[config.mk]
export PLATFORM = sky130hd
export DESIGN_NAME = byte_budget_lru_cache
export DESIGN_NICKNAME = d
export VERILOG_FILES = /design/src/rtl/core/bblru_pkg.sv /design/src/rtl/core/byte_budget_lru_cache.sv /design/src/rtl/core/bblru_fit.sv
export SDC_FILE = /design/constraint.sdc
export NUM_CORES = 2
export LEC_CHECK = 0
export BUFFER_PORTS_ARGS = -buffer_cell sky130_fd_sc_hd__clkbuf_2
export CAP_MARGIN = 20
export CORE_MARGIN = 1.5
export CORE_UTILIZATION = 45
export CTS_BUF_LIST = sky130_fd_sc_hd__clkbuf_8
export DETAILED_ROUTE_END_ITERATION = 7
export GPL_ROUTABILITY_DRIVEN = 1
export PLACE_DENSITY = 0.62
export SYNTH_ARGS = -nofsm -noshare
export SYNTH_HDL_FRONTEND = slang
export SYNTH_HIERARCHICAL = 1
export SYNTH_SLANG_ARGS = --single-unit
[constraint.sdc]
create_clock -name clk -period 23.1 [get_ports clk]
set_clock_uncertainty 0.2 [all_clocks]
set_input_delay 3.465 -clock clk [delete_from_list [all_inputs] [get_ports clk]]
set_output_delay 3.465 -clock clk [all_outputs]
set_load 0.05 [all_outputs]
[src/rtl/core/bblru_pkg.sv]
// Package for the byte-budget LRU table: request and status codes, widths,
// and the size record that the sequencer passes to the arithmetic unit.
// No dependencies.
package bblru_pkg;

  localparam int KEY_W    = 64;
  localparam int CAP_W    = 12;
  localparam int BYTES_W  = 32;
  localparam int CNT_W    = 32;
  localparam int EVN_W    = 9;
  localparam int MIB_SHIFT = 20;

  typedef enum logic [1:0] {
    REQ_GET   = 2'd0,
    REQ_PUT   = 2'd1,
    REQ_CLEAR = 2'd2,
    REQ_TRIM  = 2'd3
  } req_t;

  typedef enum logic [1:0] {
    ST_OK      = 2'd0,
    ST_MISS    = 2'd1,
    ST_NOBUF   = 2'd2,
    ST_TOOBIG  = 2'd3
  } status_t;

  // one compare of held bytes plus needed bytes against the budget
  typedef struct packed {
    logic [BYTES_W-1:0] used;
    logic [BYTES_W:0]   need;
    logic [CAP_W-1:0]   cap_mb;
  } fit_req_t;

endpackage

[src/rtl/core/byte_budget_lru_cache.sv]
// byte_budget_lru_cache: 64-bit keyed LRU table with a byte budget and up
// to ENTRIES entries. Clear and a put without a buffer end after the size
// step, a trim with nothing to evict after one budget test, and a put that
// is too large at the first step of the key search. A get miss takes a key
// search; a get hit takes a key search, then a touch pass. An accepted put
// takes a key search, a budget test, a full-table scan, an age pass and an
// insert; replacing a key adds a removal pass. Each eviction for bytes, on
// a put or a trim, adds one scan of the table for the least recent entry,
// one removal pass and a new budget test, and the full-table eviction adds
// a removal pass. All scans step one entry per cycle through one key
// comparator and one rank comparator; the budget test is one shared
// add-and-compare. Size is samples*channels*4, one 24x5 multiply
// registered before use. Results leave through an output register; the
// input is not ready while a result waits there, and is ready again in the
// cycle after the result transfer.
module byte_budget_lru_cache
  import bblru_pkg::*;
#(
  parameter int ENTRIES     = 16,
  parameter int HANDLE_BITS = 32
) (
  input  logic        clk,
  input  logic        rst,
  // configuration
  input  logic        psel,
  input  logic        penable,
  input  logic        pwrite,
  input  logic        paddr,
  input  logic [31:0] pwdata,
  output logic [31:0] prdata,
  output logic        pready,
  // requests
  input  logic        s_tvalid,
  output logic        s_tready,
  // {key[63:0], has_buffer, num_samples[23:0], num_channels[4:0],
  //  buffer_handle[31:0]} from bit 0 up, zero padded to 128 bits
  input  logic [127:0] s_tdata,
  input  logic [1:0]   s_tuser,   // req_type
  // results
  output logic        m_tvalid,
  input  logic        m_tready,
  // {status[1:0], handle_out[31:0], evicted_now[8:0], used_bytes_out[31:0],
  //  hit_total, miss_total, eviction_total} from bit 0 up, padded to 176 bits
  output logic [175:0] m_tdata
);
  localparam int IW = $clog2(ENTRIES);
  localparam int RW = $clog2(ENTRIES);

  typedef enum logic [3:0] {
    S_IDLE, S_SIZE, S_FIND, S_FOUND, S_BUDGET, S_LRU, S_REMOVE, S_FULL,
    S_AGE, S_INSERT, S_DONE
  } state_t;

  state_t state;

  logic [CAP_W-1:0] cap_mb;

  // table
  logic [ENTRIES-1:0]   valid;
  logic [KEY_W-1:0]     ekey   [ENTRIES];
  logic [30:0]          ebytes [ENTRIES];
  logic [HANDLE_BITS-1:0] ehandle [ENTRIES];
  logic [RW-1:0]        erank  [ENTRIES];

  logic [BYTES_W-1:0] used;
  logic [CNT_W-1:0]   hits, misses, evicts;

  // request latch
  req_t              req;
  logic [KEY_W-1:0]  rkey;
  logic              rbuf;
  logic [23:0]       rsamp;
  logic [4:0]        rchan;
  logic [HANDLE_BITS-1:0] rhandle;
  logic [BYTES_W:0]  rbytes;

  // scan state
  logic [IW:0]    ptr;
  logic           found;
  logic [IW-1:0]  sel;
  logic [RW-1:0]  sel_rank;
  logic [IW-1:0]  free_idx;
  logic           have_free;
  logic [EVN_W-1:0] evn;
  logic           sweep_remove; // removal pass after find (not an eviction)
  logic           full_pass;

  logic [1:0]            r_status;
  logic [HANDLE_BITS-1:0] r_hout;

  logic [IW-1:0] pi;
  assign pi = ptr[IW-1:0];

  fit_req_t fr;
  logic     over;

  assign fr.used   = used;
  assign fr.need   = (req == REQ_PUT) ? rbytes : '0;
  assign fr.cap_mb = cap_mb;

  bblru_fit u_fit (.req(fr), .over(over));

  assign pready   = 1'b1;
  assign prdata   = {20'd0, cap_mb};
  assign s_tready = (state == S_IDLE) && !m_tvalid;

  logic [31:0] hout32;
  assign hout32 = 32'(r_hout);

  always_ff @(posedge clk) begin
    if (rst) begin
      state    <= S_IDLE;
      cap_mb   <= CAP_W'(256);
      valid    <= '0;
      used     <= '0;
      hits     <= '0;
      misses   <= '0;
      evicts   <= '0;
      m_tvalid <= 1'b0;
    end else begin
      if (psel && penable && pwrite && !paddr) cap_mb <= pwdata[CAP_W-1:0];
      if (m_tvalid && m_tready) m_tvalid <= 1'b0;

      unique case (state)
        S_IDLE: begin
          if (s_tvalid && s_tready) begin
            req     <= req_t'(s_tuser);
            rkey    <= s_tdata[63:0];
            rbuf    <= s_tdata[64];
            rsamp   <= s_tdata[88:65];
            rchan   <= s_tdata[93:89];
            rhandle <= HANDLE_BITS'(s_tdata[125:94] & {32{1'b1}});
            ptr     <= '0;
            found   <= 1'b0;
            evn     <= '0;
            r_status <= ST_OK;
            r_hout  <= '0;
            sweep_remove <= 1'b0;
            full_pass <= 1'b0;
            have_free <= 1'b0;
            state   <= S_SIZE;
          end
        end
        S_SIZE: begin
          rbytes <= {(BYTES_W+1-31)'(0), 29'(rsamp) * 29'(rchan), 2'b00};
          unique case (req)
            REQ_GET:   state <= S_FIND;
            REQ_PUT:   state <= rbuf ? S_FIND : S_DONE;
            REQ_CLEAR: begin valid <= '0; used <= '0; state <= S_DONE; end
            REQ_TRIM:  state <= S_BUDGET;
          endcase
          if (req == REQ_PUT && !rbuf) r_status <= ST_NOBUF;
        end
        // one key compare per cycle
        S_FIND: begin
          if (req == REQ_PUT && rbytes > {1'b0, cap_mb, 20'd0}) begin
            r_status <= ST_TOOBIG;
            state <= S_DONE;
          end else begin
            if (!found && valid[pi] && ekey[pi] == rkey) begin
              found <= 1'b1; sel <= pi; sel_rank <= erank[pi];
            end
            if (ptr == (IW+1)'(ENTRIES-1)) state <= S_FOUND;
            else ptr <= ptr + 1'b1;
          end
        end
        S_FOUND: begin
          ptr <= '0;
          if (req == REQ_GET) begin
            if (found) begin
              hits <= hits + 1'b1; r_hout <= ehandle[sel];
              state <= S_AGE;    // touch pass
            end else begin
              misses <= misses + 1'b1; r_status <= ST_MISS; state <= S_DONE;
            end
          end else if (found) begin
            sweep_remove <= 1'b1; state <= S_REMOVE;
          end else state <= S_BUDGET;
        end
        S_BUDGET: begin
          ptr <= '0; found <= 1'b0;
          if (over && valid != '0) state <= S_LRU;
          else if (req == REQ_TRIM) state <= S_DONE;
          else state <= S_FULL;
        end
        // one rank compare per cycle
        S_LRU: begin
          if (valid[pi]) begin
            if (!found || erank[pi] > sel_rank) begin
              found <= 1'b1; sel <= pi; sel_rank <= erank[pi];
            end
          end
          if (ptr == (IW+1)'(ENTRIES-1)) begin
            ptr <= '0; state <= S_REMOVE;
          end else ptr <= ptr + 1'b1;
        end
        // one rank decrement per cycle, then free the slot
        S_REMOVE: begin
          if (valid[pi] && erank[pi] > sel_rank) erank[pi] <= erank[pi] - 1'b1;
          if (ptr == (IW+1)'(ENTRIES-1)) begin
            valid[sel] <= 1'b0;
            used <= used - 32'(ebytes[sel]);
            ptr <= '0;
            if (sweep_remove) begin
              sweep_remove <= 1'b0;
              state <= S_BUDGET;
            end else begin
              evicts <= evicts + 1'b1;
              evn <= evn + 1'b1;
              state <= full_pass ? S_AGE : S_BUDGET;
            end
          end else ptr <= ptr + 1'b1;
        end
        // full-table check: one LRU scan, evict if every slot is valid
        S_FULL: begin
          if (valid[pi]) begin
            if (!found || erank[pi] > sel_rank) begin
              found <= 1'b1; sel <= pi; sel_rank <= erank[pi];
            end
          end
          if (ptr == (IW+1)'(ENTRIES-1)) begin
            ptr <= '0;
            if (&valid) begin full_pass <= 1'b1; state <= S_REMOVE; end
            else state <= S_AGE;
          end else ptr <= ptr + 1'b1;
        end
        // age pass: touch for get, increment all for put; find free slot
        S_AGE: begin
          if (req == REQ_GET) begin
            if (valid[pi] && erank[pi] < sel_rank) erank[pi] <= erank[pi] + 1'b1;
          end else if (valid[pi]) erank[pi] <= erank[pi] + 1'b1;
          else if (!have_free) begin
            free_idx <= pi; have_free <= 1'b1;
          end
          if (ptr == (IW+1)'(ENTRIES-1)) state <= S_INSERT;
          else ptr <= ptr + 1'b1;
        end
        S_INSERT: begin
          if (req == REQ_GET) erank[sel] <= '0;
          else begin
            valid[free_idx]   <= 1'b1;
            ekey[free_idx]    <= rkey;
            ebytes[free_idx]  <= rbytes[30:0];
            ehandle[free_idx] <= rhandle;
            erank[free_idx]   <= '0;
            used <= used + rbytes[BYTES_W-1:0];
          end
          state <= S_DONE;
        end
        S_DONE: begin
          m_tvalid <= 1'b1;
          m_tdata  <= {5'd0, evicts, misses, hits, used,
                       (req == REQ_GET || req == REQ_CLEAR) ? 9'd0 : evn,
                       hout32, r_status};
          state <= S_IDLE;
        end
        default: state <= S_IDLE;
      endcase
    end
  end
endmodule

[src/rtl/core/bblru_fit.sv]
// Shared compare unit: checks whether used+need exceeds the byte budget.
// Depends on bblru_pkg.
module bblru_fit
  import bblru_pkg::*;
(
  input  fit_req_t req,
  output logic     over
);
  logic [BYTES_W+1:0] sum;
  logic [BYTES_W+1:0] cap;

  // 34-bit add and compare
  assign sum  = {2'b00, req.used} + {1'b0, req.need};
  assign cap  = {2'b00, req.cap_mb, {MIB_SHIFT{1'b0}}};
  assign over = sum > cap;
endmodule

; ---- Word-level counts from Yosys, hierarchy flattened
; Memory sizes are Yosys's and may differ from the RTL's. A register that Yosys moved wholly into a read port is not among the register bits.
; Cells that the tools add are included.
[op_classes]
bitwise = 11
add_sub_neg = 10
order_cmp = 9
n_reduce_logical = 59
n_eq_ne = 37
n_mul = 1
muxes = 114
[op_table]
columns = op, n
row1 = $mux 32, 6
row2 = $mux 4, 32
row3 = $add 32x1->32 const B, 3
row4 = $pmux 32 s3, 1
row5 = $eq 64x64->1, 1
row6 = $pmux 32 s2, 1
row7 = $mux 16, 3
row8 = $pmux 16 s3, 1
row9 = $mux 1, 41
row10 = $pmux 4 s10, 1
row11 = $ne 2x2->1 const B, 18
row12 = $gt 34x32->1, 1
row13 = $add 32x31->33, 1
row14 = $add 32x31->32, 1
row15 = $gt 31x32->1, 1
row16 = $sub 32x31->32, 1
row17 = $mux 31, 1
row18 = $mul 24x5->29, 1
row19 = $mux 9, 3
row20 = $pmux 5 s5, 1
row21 = $reduce_and 5->1, 5
row22 = $mux 5, 4
row23 = $pmux 9 s2, 1
row24 = $reduce_and 6->1, 3
row25 = 49 further kinds, 109
[word_totals]
memories = 4
regBits = 553
out_inout_bits = 211
word_cells = 273
mem_bits_rw = 2064
inputBits = 170
[mem_list]
columns = memory, words, word_bits, rd, rd_ports_with_merged_regs, wr, line_no
row1 = ekey, 16, 64, 1, 1, 1, byte_budget_lru_cache.sv:60  ; logic [KEY_W-1:0] ekey [ENTRIES];
row2 = ehandle, 16, 32, 1, 1, 1, byte_budget_lru_cache.sv:62  ; logic [HANDLE_BITS-1:0] ehandle [ENTRIES];
row3 = ebytes, 16, 29, 1, 1, 1, byte_budget_lru_cache.sv:61  ; logic [30:0] ebytes [ENTRIES];
row4 = erank, 16, 4, 1, 1, 1, byte_budget_lru_cache.sv:63  ; logic [RW-1:0] erank [ENTRIES];

; ---- Depth between registers and ports, before layout
[depth]
ltp_word = 12
depth_mapped = 31
depth_no_buf = 28

; ---- Hierarchy
; Netlist, hierarchy kept.
[modules_own_cells]
columns = module, seq_area_each_um2, area_each_um2, instances, cells_per_inst
row1 = byte_budget_lru_cache, 77033.9, 107237.8, 1, 5947
row2 = bblru_fit, 0.0, 2235.9, 1, 315

; ---- Worst setup path before layout
; OpenSTA, ideal clock, no wires.
[synth_path]
kind = input -> register
from = input port rst
to = register m_tdata[0], enable pin
path_buffers = 1
cell_stages = 2
t_required_ps = 21724
slack_ps = 793
arrival_ps = 20931
setup_time_ps = 1176
cell_sequence = clkbuf_1 -> nor4b_1
[synth_between]
elab_chain_cells = 2
[synth_lines]
columns = item, line_no
row1 = "start, declared", byte_budget_lru_cache.sv:23  ; input logic rst,
row2 = $not 1->1 (no line), --
row3 = $reduce_and 2->1 (no line), --
row4 = "end signal, assigned", byte_budget_lru_cache.sv:252  ; m_tdata <= {5'd0, evicts, misses, hits, used,
row5 = "end, declared", byte_budget_lru_cache.sv:44  ; output logic [175:0] m_tdata
; Every way passes these cells.
; A chain may end at the register's enable or synchronous reset.

==> impl_metrics.json <==
{
  "vias": 59500,
  "post-route-cell-area_sq_mm": 0.123,
  "final_net_count": 7275,
  "via_per_inst": 5.71,
  "fin_tns_setup_ps": 0,
  "area_growth_pct": 12.2,
  "path_clk_slew_ps": 60,
  "final_antenna_net_count": 0,
  "cellPowerDensity_mw_per_mm2": 104,
  "drc": 0,
  "worst_pin_slew_ps": 1130,
  "arrival_ps": 9050,
  "synth_area_per_cell_sq_um": 17.5,
  "core_sq_mm": 0.241,
  "instances_no_fill": 10400,
  "gp_congestion": 0.869,
  "crit_fanout": 31,
  "synth-edff-count": 2454,
  "synth_cells": 6262,
  "rows": 180,
  "drt-total-wl_mm": 265,
  "path_class": "register to register",
  "dp.cells": 9643,
  "first_global_vias": 60100,
  "die_h_microns": 496,
  "cap_viol_max_count": 0,
  "cp.required_ps": 23850,
  "cts_hold_buf": 0,
  "nFillCells": 19800,
  "dieWidth_microns": 496,
  "grt_first_pass_wirelength_mm": 390,
  "cp_top_family": "simple AND/OR/NAND/NOR gates",
  "synth_seq_cells": 2621,
  "rsz0062_at_grt": "no",
  "hold_class": "register to register",
  "fmax_ghz": 0.120,
  "cts_sinks": 2621,
  "min_period_ps": 8300,
  "clk_latency_ps": 1110,
  "async_flop_share_pct": 0,
  "setup_viol": 0,
  "slew_violations": 0,
  "dieArea_sq_mm": 0.246,
  "status": "complete, no violations",
  "clockBufferDepth": 4,
  "drt_iter0_markers": 5885,
  "post-cts-setup-buffers": 0,
  "critical_path.most_common_cell": "nor2_1",
  "whs_ps": 222,
  "ys.flop_type": "edfxtp_1",
  "finalHoldViolCount": 0,
  "cp_num_buf_inv": 1,
  "cts_resized": 0,
  "antenna_found_initial": 10,
  "cts-root-buf": "clkbuf_8",
  "slowest_stage": "nor2b_2",
  "h-tree-depth": 5,
  "yosys_warnings": 6,
  "cp-start-kind": "register",
  "synth_area_sq_mm": 0.109,
  "min_period_over_period_pct": 36.0,
  "cts_made_buffers": 432,
  "crit_path_max_incr_delay_ps": 870,
  "maxSlewHeadroom_pct": 24.0,
  "overflow": 0,
  "wl_per_cell_microns": 25.5,
  "grt.total_usage_pct": 21.4,
  "first_pass_iters": 7,
  "final_core_util_pct": 50.9,
  "start_util_pct": 45.4,
  "ys_seq_area_share_pct": 70.4,
  "drive_above_1_share_pct": 22.0,
  "grt_max_degree": 128,
  "synth_cell_types": 118,
  "io_buffers": 330,
  "cts_tree": "yes",
  "placed_area_sq_mm": 0.115,
  "dp_hpwl_mm": 154,
  "p_leak_nw": 41.7,
  "pin_count": 381,
  "max-vdd-ir-drop_mv": 0.0685,
  "worstSetupEndpointType": "register"
}
## cells in the mapped netlist (all sizes together) (9+ instances only)
cell type | n | area, sq um
nor2 | 349 | 1320
o211ai | 12 | 90.1
a31oi | 18 | 119
a21o | 33 | 248
edfxtp | 2454 | 73700
inv | 189 | 712
and2 | 172 | 1080
nor4 | 27 | 175
xnor2 | 125 | 1090
or2 | 10 | 62.6
and3 | 25 | 156
o21ai | 128 | 644
a2111oi | 9 | 105
nand2 | 261 | 996
mux4 | 489 | 11100
dfxtp | 167 | 3340
mux2 | 46 | 518
buf | 197 | 1300
a221oi | 21 | 196
o21a | 19 | 144
nand3b | 9 | 67.6
or3 | 36 | 225
a22o | 16 | 141
a211o | 11 | 96.3
nor3b | 10 | 75.1
nor3 | 68 | 362
nand2b | 33 | 206
or4 | 11 | 86.3
nor2b | 40 | 258
o31ai | 10 | 93.8
mux2i | 218 | 2180
clkbuf | 105 | 395
fa | 68 | 1360
xor2 | 118 | 1030
o221ai | 11 | 96.3
nand4 | 52 | 325
a21oi | 198 | 1010
nand3 | 92 | 465
a22oi | 77 | 588
ha | 140 | 1750
o22ai | 38 | 238
a211oi | 23 | 178
## flip-flops by register name, indices dropped and copies added, names as in the netlist, 30 cells and up, named ones only
| signal | flops |
|---|---|
| hout32 | 32 |
| misses | 32 |
| hits | 32 |
| ebytes | 464 |
| m_tdata | 169 |
| ehandle | 512 |
| used | 30 |
| rkey | 64 |
| erank | 64 |
| ekey | 1024 |
| evicts | 32 |
| rhandle | 32 |
## layer usage
metal | vias to the layer above | global-route usage (%) | wire, microns
met3 | 435 | 3.83 | 18800
met1 | 30800 | 30.1 | 114000
li1 | 26000 | - | -
met2 | 2291 | 34.2 | 126000
met4 | 0 | 6.30 | 6230
met5 | - | 0 | 0
## through the flow
step,power [W],setup WS [ps]
floorplan,0.00814,793
finish,0.0127,14800
global route,0.0133,14340
CTS,0.0128,14840
detailed placement,0.00910,14890
global placement,0.00905,14840
## final timing paths
path	start	endpoint	slack, ps	cells after the start
worst max-delay path	req[0]	state[2]	14800	27
worst min-delay path	hout32[1]	m_tdata[3]	220	0
worst max register to register	req[0]	state[2]	14800	27
worst min register to register	hout32[1]	m_tdata[3]	220	0
## area by class of cell
cell class | count | area, sq um | area share [%]
antenna | 3 | 7.51 | 0.00611
clock buffer | 448 | 6170 | 5.02
clock inverter | 318 | 1650 | 1.34
inverter | 189 | 712 | 0.580
multi-input combinational | 3186 | 30300 | 24.7
sequential | 2621 | 77100 | 62.8
tap | 3185 | 3990 | 3.25
timing repair buffer | 467 | 2890 | 2.35
## layout by cell type (no fill, tap or decap), types with 90 or more instances in the layout
cell type | Yosys | routed
buf_4 | 74 | 121
inv_1 | 186 | 318
dfxtp_1 | 167 | 159
xnor2_1 | 125 | 125
ha_1 | 140 | 140
clkinv_1 | 0 | 111
and2_1 | 172 | 172
clkbuf_2 | 1 | 330
xor2_1 | 118 | 118
nand3_1 | 91 | 90
o21ai_0 | 121 | 121
clkbuf_8 | 0 | 448
nor2_1 | 347 | 334
mux4_2 | 469 | 469
nand2_1 | 260 | 260
a21oi_1 | 194 | 192
edfxtp_1 | 2454 | 2454
mux2i_1 | 218 | 218
## where the power goes
group / internal, W / total, W / switching (W)
clock network: 0.00192 / 0.00372 / 0.00180
logic: 0.00131 / 0.00320 / 0.00189
registers: 0.00553 / 0.00579 / 0.000266
total: 0.00876 / 0.0127 / 0.00396
## logic make-up (layout without fill, tap and decap cells)
family                     count (synthesis)  after routing  share of synthesized area (%)
other                                      2             41                        0.00686
and+or+nand+nor                         1225           1225                           5.62
adders and majority gates                208            208                           2.84
DFF                                     2621           2621                           70.4
xor gates and xnor gates                 243            243                           1.94
buffers and inverters                    491           1422                           2.20
muxes                                    753            753                           12.6
AOI/OAI and AO/OA                        719            719                           4.43
No activity file was read; power rests on OpenSTA's default activity.
